==> src/hw/rtl/sbdg_pkg.sv <==
// Shared types and constants of the stereo box decimator with gain.
// No dependencies; every other file of the block uses this package.
`default_nettype none

package sbdg_pkg;

  // Sample and level formats
  localparam int unsigned SAMPLE_W = 16;
  localparam int unsigned LEVEL_W  = 7;
  localparam logic [LEVEL_W-1:0] LEVEL_RESET = 7'd50;

  // Group length default
  localparam int unsigned DECIMATION_DEFAULT = 3;

  // Magnitude of a group average (up to 32768) and of average times level
  localparam int unsigned QUOT_W = SAMPLE_W + 1;
  localparam int unsigned GAIN_W = QUOT_W + LEVEL_W;

  // Divide by the unity level through a reciprocal multiply, exact for
  // any magnitude below 2**GAIN_W (shift = width + ceil(log2(50)))
  localparam int unsigned UNITY_LEVEL = 50;
  localparam int unsigned GAIN_DIV_S  = GAIN_W + $clog2(UNITY_LEVEL);
  localparam int unsigned GAIN_DIV_MW = GAIN_W + 1;
  localparam longint unsigned GAIN_DIV_M =
    ((64'd1 << GAIN_DIV_S) + UNITY_LEVEL - 1) / UNITY_LEVEL;

  // Saturation bounds
  localparam logic signed [SAMPLE_W-1:0] SAT_MAX = 16'sh7FFF;
  localparam logic signed [SAMPLE_W-1:0] SAT_MIN = 16'sh8000;
  localparam logic [QUOT_W-1:0] MAG_POS_LIMIT = 17'd32767;
  localparam logic [QUOT_W-1:0] MAG_NEG_LIMIT = 17'd32768;

  // Load enables of the scaling stages, shared by both channel lanes
  typedef struct packed {
    logic ld_b;
    logic ld_c;
    logic ld_d;
    logic ld_o;
  } stage_en_t;

endpackage

`default_nettype wire

==> src/hw/rtl/sbdg_if.sv <==
// Valid/ready channel interfaces: input frames, output frames, level writes.
// Depends on sbdg_pkg for the field widths.
`default_nettype none

interface sbdg_frame_in_if;
  logic valid;
  logic ready;
  logic signed [sbdg_pkg::SAMPLE_W-1:0] left_in;
  logic signed [sbdg_pkg::SAMPLE_W-1:0] right_in;

  modport source (output valid, output left_in, output right_in, input ready);
  modport sink (input valid, input left_in, input right_in, output ready);
endinterface

interface sbdg_frame_out_if;
  logic valid;
  logic ready;
  logic signed [sbdg_pkg::SAMPLE_W-1:0] left_out;
  logic signed [sbdg_pkg::SAMPLE_W-1:0] right_out;

  modport source (output valid, output left_out, output right_out, input ready);
  modport sink (input valid, input left_out, input right_out, output ready);
endinterface

interface sbdg_cfg_if;
  logic valid;
  logic ready;
  logic [sbdg_pkg::LEVEL_W-1:0] gain;

  modport source (output valid, output gain, input ready);
  modport sink (input valid, input gain, output ready);
endinterface

`default_nettype wire

==> src/hw/rtl/sbdg_accum.sv <==
// Group accumulator: sums left and right over DECIMATION frames and hands
// the closed group sums to the scaling lanes. Depends on sbdg_pkg.
`default_nettype none

module sbdg_accum #(
  parameter int unsigned DECIMATION = sbdg_pkg::DECIMATION_DEFAULT,
  localparam int unsigned SUM_W     = sbdg_pkg::SAMPLE_W + $clog2(DECIMATION),
  localparam int unsigned PHASE_W   = $clog2(DECIMATION)
) (
  input  wire logic                                clk,
  input  wire logic                                rst,
  input  wire logic                                in_valid,
  output logic                                     in_ready,
  input  wire logic signed [sbdg_pkg::SAMPLE_W-1:0] left_in,
  input  wire logic signed [sbdg_pkg::SAMPLE_W-1:0] right_in,
  input  wire logic                                ld_a,
  output logic                                     a_valid,
  output logic signed [SUM_W-1:0]                  left_sum,
  output logic signed [SUM_W-1:0]                  right_sum
);

  localparam logic [PHASE_W-1:0] LAST_PHASE = PHASE_W'(DECIMATION - 1);
  localparam int unsigned EXT_W = SUM_W - sbdg_pkg::SAMPLE_W;

  logic [PHASE_W-1:0]     phase;
  logic signed [SUM_W-1:0] left_acc;
  logic signed [SUM_W-1:0] right_acc;
  logic signed [SUM_W-1:0] left_total;
  logic signed [SUM_W-1:0] right_total;
  logic                   last;
  logic                   accept;

  // Closing frame needs room downstream; other frames always go in
  assign last     = (phase == LAST_PHASE);
  assign in_ready = !last || ld_a;
  assign accept   = in_valid && in_ready;

  assign left_total  = left_acc + {{EXT_W{left_in[sbdg_pkg::SAMPLE_W-1]}}, left_in};
  assign right_total = right_acc + {{EXT_W{right_in[sbdg_pkg::SAMPLE_W-1]}}, right_in};

  // Advance phase and running sums; flag a closed group
  always_ff @(posedge clk) begin
    if (rst) begin
      phase     <= '0;
      left_acc  <= '0;
      right_acc <= '0;
      a_valid   <= 1'b0;
    end else begin
      if (ld_a) begin
        a_valid <= accept && last;
      end
      if (accept) begin
        if (last) begin
          phase     <= '0;
          left_acc  <= '0;
          right_acc <= '0;
        end else begin
          phase     <= phase + 1'b1;
          left_acc  <= left_total;
          right_acc <= right_total;
        end
      end
    end
  end

  // Capture the group totals
  always_ff @(posedge clk) begin
    if (accept && last) begin
      left_sum  <= left_total;
      right_sum <= right_total;
    end
  end

endmodule

`default_nettype wire

==> src/hw/rtl/sbdg_lane.sv <==
// One channel of the scaling pipeline: divide by DECIMATION, apply level,
// divide by 50, saturate. Works on magnitude plus sign. Depends on sbdg_pkg.
`default_nettype none

module sbdg_lane #(
  parameter int unsigned DECIMATION = sbdg_pkg::DECIMATION_DEFAULT,
  localparam int unsigned SUM_W     = sbdg_pkg::SAMPLE_W + $clog2(DECIMATION)
) (
  input  wire logic                                clk,
  input  wire sbdg_pkg::stage_en_t                 en,
  input  wire logic signed [SUM_W-1:0]             sum,
  input  wire logic [sbdg_pkg::LEVEL_W-1:0]        level,
  output logic signed [sbdg_pkg::SAMPLE_W-1:0]     sample_out
);

  // Reciprocal of DECIMATION, exact for magnitudes below 2**SUM_W
  localparam int unsigned DEC_S  = SUM_W + $clog2(DECIMATION);
  localparam int unsigned DEC_MW = SUM_W + 1;
  localparam longint unsigned DEC_M =
    ((64'd1 << DEC_S) + DECIMATION - 1) / DECIMATION;
  localparam int unsigned DEC_PW = SUM_W + DEC_MW;
  localparam int unsigned DIV_PW = sbdg_pkg::GAIN_W + sbdg_pkg::GAIN_DIV_MW;

  logic                           sum_neg;
  logic [SUM_W-1:0]               sum_mag;
  logic [DEC_PW-1:0]              dec_prod;
  logic [DIV_PW-1:0]              div_prod;

  logic                           b_neg;
  logic [sbdg_pkg::QUOT_W-1:0]    b_mag;
  logic                           c_neg;
  logic [sbdg_pkg::GAIN_W-1:0]    c_mag;
  logic                           d_neg;
  logic [sbdg_pkg::QUOT_W-1:0]    d_mag;
  logic signed [sbdg_pkg::SAMPLE_W-1:0] sat_val;

  // Stage B: average magnitude by reciprocal multiply
  assign sum_neg  = sum[SUM_W-1];
  assign sum_mag  = sum_neg ? SUM_W'(-sum) : SUM_W'(sum);
  assign dec_prod = DEC_PW'(sum_mag) * DEC_PW'(DEC_MW'(DEC_M));

  // Stage D: divide gained magnitude by the unity level
  assign div_prod = DIV_PW'(c_mag) *
                    DIV_PW'(sbdg_pkg::GAIN_DIV_MW'(sbdg_pkg::GAIN_DIV_M));

  // Output: restore sign and clamp to the sample range
  always_comb begin
    if (d_neg) begin
      if (d_mag >= sbdg_pkg::MAG_NEG_LIMIT) begin
        sat_val = sbdg_pkg::SAT_MIN;
      end else begin
        sat_val = -$signed(d_mag[sbdg_pkg::SAMPLE_W-1:0]);
      end
    end else begin
      if (d_mag > sbdg_pkg::MAG_POS_LIMIT) begin
        sat_val = sbdg_pkg::SAT_MAX;
      end else begin
        sat_val = $signed(d_mag[sbdg_pkg::SAMPLE_W-1:0]);
      end
    end
  end

  // Stage registers, each loaded when its slot is free or moving on
  always_ff @(posedge clk) begin
    if (en.ld_b) begin
      b_neg <= sum_neg;
      b_mag <= dec_prod[DEC_S +: sbdg_pkg::QUOT_W];
    end
    if (en.ld_c) begin
      c_neg <= b_neg;
      c_mag <= sbdg_pkg::GAIN_W'(b_mag) * sbdg_pkg::GAIN_W'(level);
    end
    if (en.ld_d) begin
      d_neg <= c_neg;
      d_mag <= div_prod[sbdg_pkg::GAIN_DIV_S +: sbdg_pkg::QUOT_W];
    end
    if (en.ld_o) begin
      sample_out <= sat_val;
    end
  end

endmodule

`default_nettype wire

==> src/hw/rtl/stereo_box_decimator_gain_top.sv <==
// Stereo box decimator with gain: top level, stage valid chain, level register.
// Depends on sbdg_pkg, sbdg_if.sv, sbdg_accum and sbdg_lane.
//
// Takes one signed 16-bit stereo frame per clock and emits one stereo frame
// for every DECIMATION frames: the group sum divided by DECIMATION, times
// the gain level, divided by 50 (both divisions truncate toward zero), then
// saturated to 16 bits; level 50 is unity. After the transfer of the frame
// that closes a group, the result passes through the accumulator register
// and the average, gain and divide registers, after which the saturated
// result sits in the output register until its transfer. Sustained rate is
// one frame per cycle; each stage holds while its successor is full, so
// input stalls only once every stage is backed up behind a stalled output.
// The gain level is written on the cfg channel, which is always ready; write
// it only while no frames are in flight.
`default_nettype none

module stereo_box_decimator_gain_top #(
  parameter int unsigned DECIMATION = sbdg_pkg::DECIMATION_DEFAULT
) (
  input wire logic           clk,
  input wire logic           rst,
  sbdg_frame_in_if.sink      frame_in,
  sbdg_frame_out_if.source   frame_out,
  sbdg_cfg_if.sink           cfg
);

  localparam int unsigned SUM_W = sbdg_pkg::SAMPLE_W + $clog2(DECIMATION);

  logic [sbdg_pkg::LEVEL_W-1:0] level;
  logic                         a_valid;
  logic                         b_valid;
  logic                         c_valid;
  logic                         d_valid;
  logic                         o_valid;
  logic                         a_ready;
  logic                         b_ready;
  logic                         c_ready;
  logic                         d_ready;
  logic                         o_ready;
  sbdg_pkg::stage_en_t          en;
  logic signed [SUM_W-1:0]      left_sum;
  logic signed [SUM_W-1:0]      right_sum;

  // Level register
  assign cfg.ready = 1'b1;

  always_ff @(posedge clk) begin
    if (rst) begin
      level <= sbdg_pkg::LEVEL_RESET;
    end else if (cfg.valid) begin
      level <= cfg.gain;
    end
  end

  // A slot takes new data when empty or when its content moves on
  always_comb begin
    o_ready = !o_valid || frame_out.ready;
    d_ready = !d_valid || o_ready;
    c_ready = !c_valid || d_ready;
    b_ready = !b_valid || c_ready;
    a_ready = !a_valid || b_ready;
    en.ld_b = b_ready;
    en.ld_c = c_ready;
    en.ld_d = d_ready;
    en.ld_o = o_ready;
  end

  // Advance the valid chain
  always_ff @(posedge clk) begin
    if (rst) begin
      b_valid <= 1'b0;
      c_valid <= 1'b0;
      d_valid <= 1'b0;
      o_valid <= 1'b0;
    end else begin
      if (b_ready) begin
        b_valid <= a_valid;
      end
      if (c_ready) begin
        c_valid <= b_valid;
      end
      if (d_ready) begin
        d_valid <= c_valid;
      end
      if (o_ready) begin
        o_valid <= d_valid;
      end
    end
  end

  assign frame_out.valid = o_valid;

  sbdg_accum #(
    .DECIMATION (DECIMATION)
  ) u_accum (
    .clk       (clk),
    .rst       (rst),
    .in_valid  (frame_in.valid),
    .in_ready  (frame_in.ready),
    .left_in   (frame_in.left_in),
    .right_in  (frame_in.right_in),
    .ld_a      (a_ready),
    .a_valid   (a_valid),
    .left_sum  (left_sum),
    .right_sum (right_sum)
  );

  sbdg_lane #(
    .DECIMATION (DECIMATION)
  ) u_lane_left (
    .clk        (clk),
    .en         (en),
    .sum        (left_sum),
    .level      (level),
    .sample_out (frame_out.left_out)
  );

  sbdg_lane #(
    .DECIMATION (DECIMATION)
  ) u_lane_right (
    .clk        (clk),
    .en         (en),
    .sum        (right_sum),
    .level      (level),
    .sample_out (frame_out.right_out)
  );

endmodule

`default_nettype wire

==> src/flat_wrapper.sv <==
// flat-port wrapper written by rule: the top's interface ports become plain ports
module stereo_box_decimator_gain_top_flat 
#(
  parameter int unsigned DECIMATION = sbdg_pkg::DECIMATION_DEFAULT
)
  (clk, rst, frame_in_valid, frame_in_left_in, frame_in_right_in, frame_in_ready, frame_out_valid, frame_out_left_out, frame_out_right_out, frame_out_ready, cfg_valid, cfg_gain, cfg_ready);
  sbdg_frame_in_if frame_in_i ();
  sbdg_frame_out_if frame_out_i ();
  sbdg_cfg_if cfg_i ();
  input wire logic clk;
  input wire logic rst;
  input wire logic [$bits(frame_in_i.valid)-1:0] frame_in_valid;
  input wire logic [$bits(frame_in_i.left_in)-1:0] frame_in_left_in;
  input wire logic [$bits(frame_in_i.right_in)-1:0] frame_in_right_in;
  output wire logic [$bits(frame_in_i.ready)-1:0] frame_in_ready;
  output wire logic [$bits(frame_out_i.valid)-1:0] frame_out_valid;
  output wire logic [$bits(frame_out_i.left_out)-1:0] frame_out_left_out;
  output wire logic [$bits(frame_out_i.right_out)-1:0] frame_out_right_out;
  input wire logic [$bits(frame_out_i.ready)-1:0] frame_out_ready;
  input wire logic [$bits(cfg_i.valid)-1:0] cfg_valid;
  input wire logic [$bits(cfg_i.gain)-1:0] cfg_gain;
  output wire logic [$bits(cfg_i.ready)-1:0] cfg_ready;
  assign frame_in_i.valid = frame_in_valid;
  assign frame_in_i.left_in = frame_in_left_in;
  assign frame_in_i.right_in = frame_in_right_in;
  assign frame_in_ready = frame_in_i.ready;
  assign frame_out_valid = frame_out_i.valid;
  assign frame_out_left_out = frame_out_i.left_out;
  assign frame_out_right_out = frame_out_i.right_out;
  assign frame_out_i.ready = frame_out_ready;
  assign cfg_i.valid = cfg_valid;
  assign cfg_i.gain = cfg_gain;
  assign cfg_ready = cfg_i.ready;
  stereo_box_decimator_gain_top #(.DECIMATION(DECIMATION)) u_core (.clk(clk), .rst(rst), .frame_in(frame_in_i), .frame_out(frame_out_i), .cfg(cfg_i));
endmodule
==> config.mk <==
export PLATFORM = sky130hd
export DESIGN_NAME = stereo_box_decimator_gain_top_flat
export DESIGN_NICKNAME = d
export VERILOG_FILES = /design/src/hw/rtl/sbdg_pkg.sv /design/src/hw/rtl/sbdg_if.sv /design/src/hw/rtl/sbdg_accum.sv /design/src/hw/rtl/sbdg_lane.sv /design/src/hw/rtl/stereo_box_decimator_gain_top.sv /design/src/flat_wrapper.sv
export SDC_FILE = /design/constraint.sdc
export NUM_CORES = 2
export LEC_CHECK = 0
export ABC_AREA = 1
export BUFFER_PORTS_ARGS = -buffer_cell sky130_fd_sc_hd__buf_2
export CAP_MARGIN = 15
export CORE_MARGIN = 2
export CORE_UTILIZATION = 35
export DETAILED_ROUTE_END_ITERATION = 6
export GPL_ROUTABILITY_DRIVEN = 0
export HOLD_SLACK_MARGIN = 0.08
export PLACE_DENSITY = 0.57
export SETUP_SLACK_MARGIN = 0.02
export SLEW_MARGIN = 20
export SYNTH_ARGS = -nofsm -noshare
export SYNTH_HDL_FRONTEND = slang
export SYNTH_SLANG_ARGS = --single-unit
==> constraint.sdc <==
create_clock -name clk -period 7.6 [get_ports clk]
set_clock_uncertainty 0.05 [all_clocks]
set_input_delay 0.76 -clock clk [delete_from_list [all_inputs] [get_ports clk]]
set_output_delay 0.76 -clock clk [all_outputs]
set_load 0.03 [all_outputs]
==> results.cfg <==
[yosys]
syn_nets = 8003
synth_cell_type_count = 52
synth_ff_type = edfxtp_1
synth.cell_area_mm2 = 0.0525
synth.largest_area_cell = fa_1
ys_seq_elements = 240
synth-warning-count = 0
syn_inst = 6276
synth_top_area_share_pct = 29.3
avgSynthCellArea_um2 = 8.36
synth_area_leaders = fa_1 (29%), ha_1 (22%), inv_1 (12%)
ys_seq_area_share_pct = 12.8
synthArstFlopShare_pct = 0
synth-edff-count = 190

[grt]
grt_use_met1_pct = 22.5
first_global_vias = 42200
gr-max-usage-layer = met2
grt_overflow_total = 0
antenna_found_initial = 9
met2_usage_pct = 31.2
globalRouteMet3Util_pct = 2.07
grt_max_degree = 52
track_usage_pct = 17.5
grt_pass1_wl_um = 216000

[cells_and_area]
final_common_cell = inv_1
fin_area_mm2 = 0.0564
final_util_pct = 37.8
areaGrowthSynthToFinish_pct = 7.53
mostFrequentLayoutCells = inv_1 (1,635), nand2_1 (1,140), ha_1 (915)
nets = 8084
drive_above_1_share_pct = 3.20

[setup_path]
critPathKind = reg2reg
cp-start-kind = register
rrSetupSlack_ns = 0.88
cp_data_required_time_ns = 7.92
arrival_ns = 7.03
critical_path.max_fanout = 12
crit_path_end_kind = register

[cts]
post_cts_buffers = 0
cts.path.max_buffers = 3
numCtsBuffers = 30
clk_latency_ns = 0.61
cts-root-buf = clkbuf_16
cts_hold_buf = 0
cts.repair.resized = 0
cts.reportedPaths.clkPinSlew_ns = 0.06
cts_tree = yes
h-tree-depth = 1
cts.sinks = 240

[sta]
period_share_pct = 88.4
setup_tns_ns = 0
fin_crit_ns = 6.72
setup_viol = 0
rsz0062_at_grt = false
max_freq_mhz = 149
finalHoldViolCount = 0
max-slew-margin-rel_pct = 30.3
whs_ns = 0.337
slew_violations = 0
worst_pin_slew_ns = 1.04

[detailed_routing]
drc = 0
vias = 39600
drtIter0Drc = 1898
via_per_inst = 4.71
ant_nets = 0
wirelength_um = 131000
wire_per_inst_um = 15.6
dr.pass1.iters = 6

[die]
die_h_um = 391
die_w_um = 391
die_area_mm2 = 0.153
coreArea_mm2 = 0.149
pin_count = 79
start_util_pct = 35.1
std_cell_rows = 142

[place]
place_area_mm2 = 0.0554
io_buffers = 77
place_hpwl_um = 116000

[worst_hold_path]
hold_path_class = in2reg

[run]
max_cap_violations = 0

[status]
outcome = finished, final reports clean
synthesized netlist by cell type (4+ instances only):
cell and n:
a21oi_1 289, or2_2 15, nor3_2 4, nor2_1 378
o21bai_1 42, nand3b_1 16, nand3_1 200, nor4_1 13
nor2_2 8, inv_1 1636, dfxtp_1 50, nand2_2 6
xnor2_1 37, o21ai_0 167, nand3_2 4, fa_1 768
a21o_1 27, and2_1 18, edfxtp_1 190, nand4_1 52
nor3_1 53, nand2_1 1140, buf_4 5, inv_2 9
xor2_1 91, a21boi_0 13, nand2_4 4, o211ai_1 18
nor2_4 4, ha_1 915, o21a_1 17, clkbuf_1 42
a31oi_1 12
kinds of logic after synthesis:
group                    count (synthesis)  share of synthesized area, %
AND/OR/NAND/NOR                       1919                          15.2
other                                    1                       0.00714
flip-flops                             240                          12.8
adder cells (fa/ha/maj)               1683                          51.1
XOR/XNOR                               131                          2.23
AO/OA/AOI/OAI                          607                          6.53
buffers and inverters                 1695                          12.2
state kept, by name (all words and copies together) (netlist names), 2 cells and up:
name and cells:
u_core.u_lane_right.b_mag 17, u_core.u_lane_left.sample_out 16, u_core.u_lane_right.c_mag 24, u_core.u_accum.right_sum 18, u_core.u_accum.phase 2, u_core.u_lane_right.sample_out 16, u_core.u_lane_left.d_mag 17, u_core.u_lane_left.c_mag 24
u_core.u_accum.right_acc 18, u_core.u_accum.left_acc 18, u_core.u_lane_left.b_mag 17, u_core.u_accum.left_sum 18, u_core.u_lane_right.d_mag 17, u_core.level 7
final cells by class:
| cell class | count | area, um2 |
|---|---|---|
| fillers | 15300 | 93000 |
| multi-input cells | 4341 | 39400 |
| flip-flops and latches | 240 | 6710 |
| inverters | 1646 | 6180 |
| well taps | 2016 | 2520 |
| clock buffers | 35 | 791 |
| repair buffers | 98 | 543 |
| clock inverters | 21 | 288 |
| diodes | 5 | 12.5 |
worst max-delay path, cell delays in order, from the launching register on:
cell	delay (ns)
edfxtp_1	0.61
inv_1	0.27
a31oi_1	0.24
xor2_1	0.63
ha_1	0.40
inv_1	0.10
fa_1	0.45
fa_1	0.56
inv_1	0.06
fa_1	0.44
fa_1	0.53
inv_1	0.07
fa_1	0.53
inv_1	0.04
ha_1	0.34
a21oi_1	0.22
nor2_1	0.06
nor2_1	0.11
a21boi_0	0.36
nor2_1	0.10
nor2_1	0.15
nand2_1	0.07
nand2_1	0.05
nand2_1	0.04
stage by stage:
| step | instances | setup WS (ns) |
|---|---|---|
| after floorplan | 6276 | 1.70 |
| after global placement | 8341 | 1.08 |
| after detailed placement | 8341 | 0.927 |
| after CTS | 8397 | 0.897 |
| after global routing | 8398 | 0.411 |
| final | 8402 | 0.883 |
metal layers:
metal / part of all wire [%] / wire, um / vias up
li1: - / - / 19600
met1: 45 / 59000 / 19000
met2: 48 / 63500 / 722
met3: 3.9 / 5120 / 182
met4: 2.6 / 3340 / 8
met5: 0.036 / 47 / -
worst paths after layout:
kind,from,to,cells after the start
worst min register to register,u_core.level[1]$_SDFFE_PP1P_,u_core.level[1]$_SDFFE_PP1P_,2
worst min-delay path,cfg_gain[2],u_core.level[2]$_SDFFE_PP0P_,3
worst max-delay path,u_core.u_accum.left_sum[17]$_DFFE_PP_,u_core.u_lane_left.b_mag[14]$_DFFE_PP_,23
worst max register to register,u_core.u_accum.left_sum[17]$_DFFE_PP_,u_core.u_lane_left.b_mag[14]$_DFFE_PP_,23
Power is left out: the tool's default activity adds up to more than one toggle a clock period on the data nets, which glitch-free logic cannot reach.
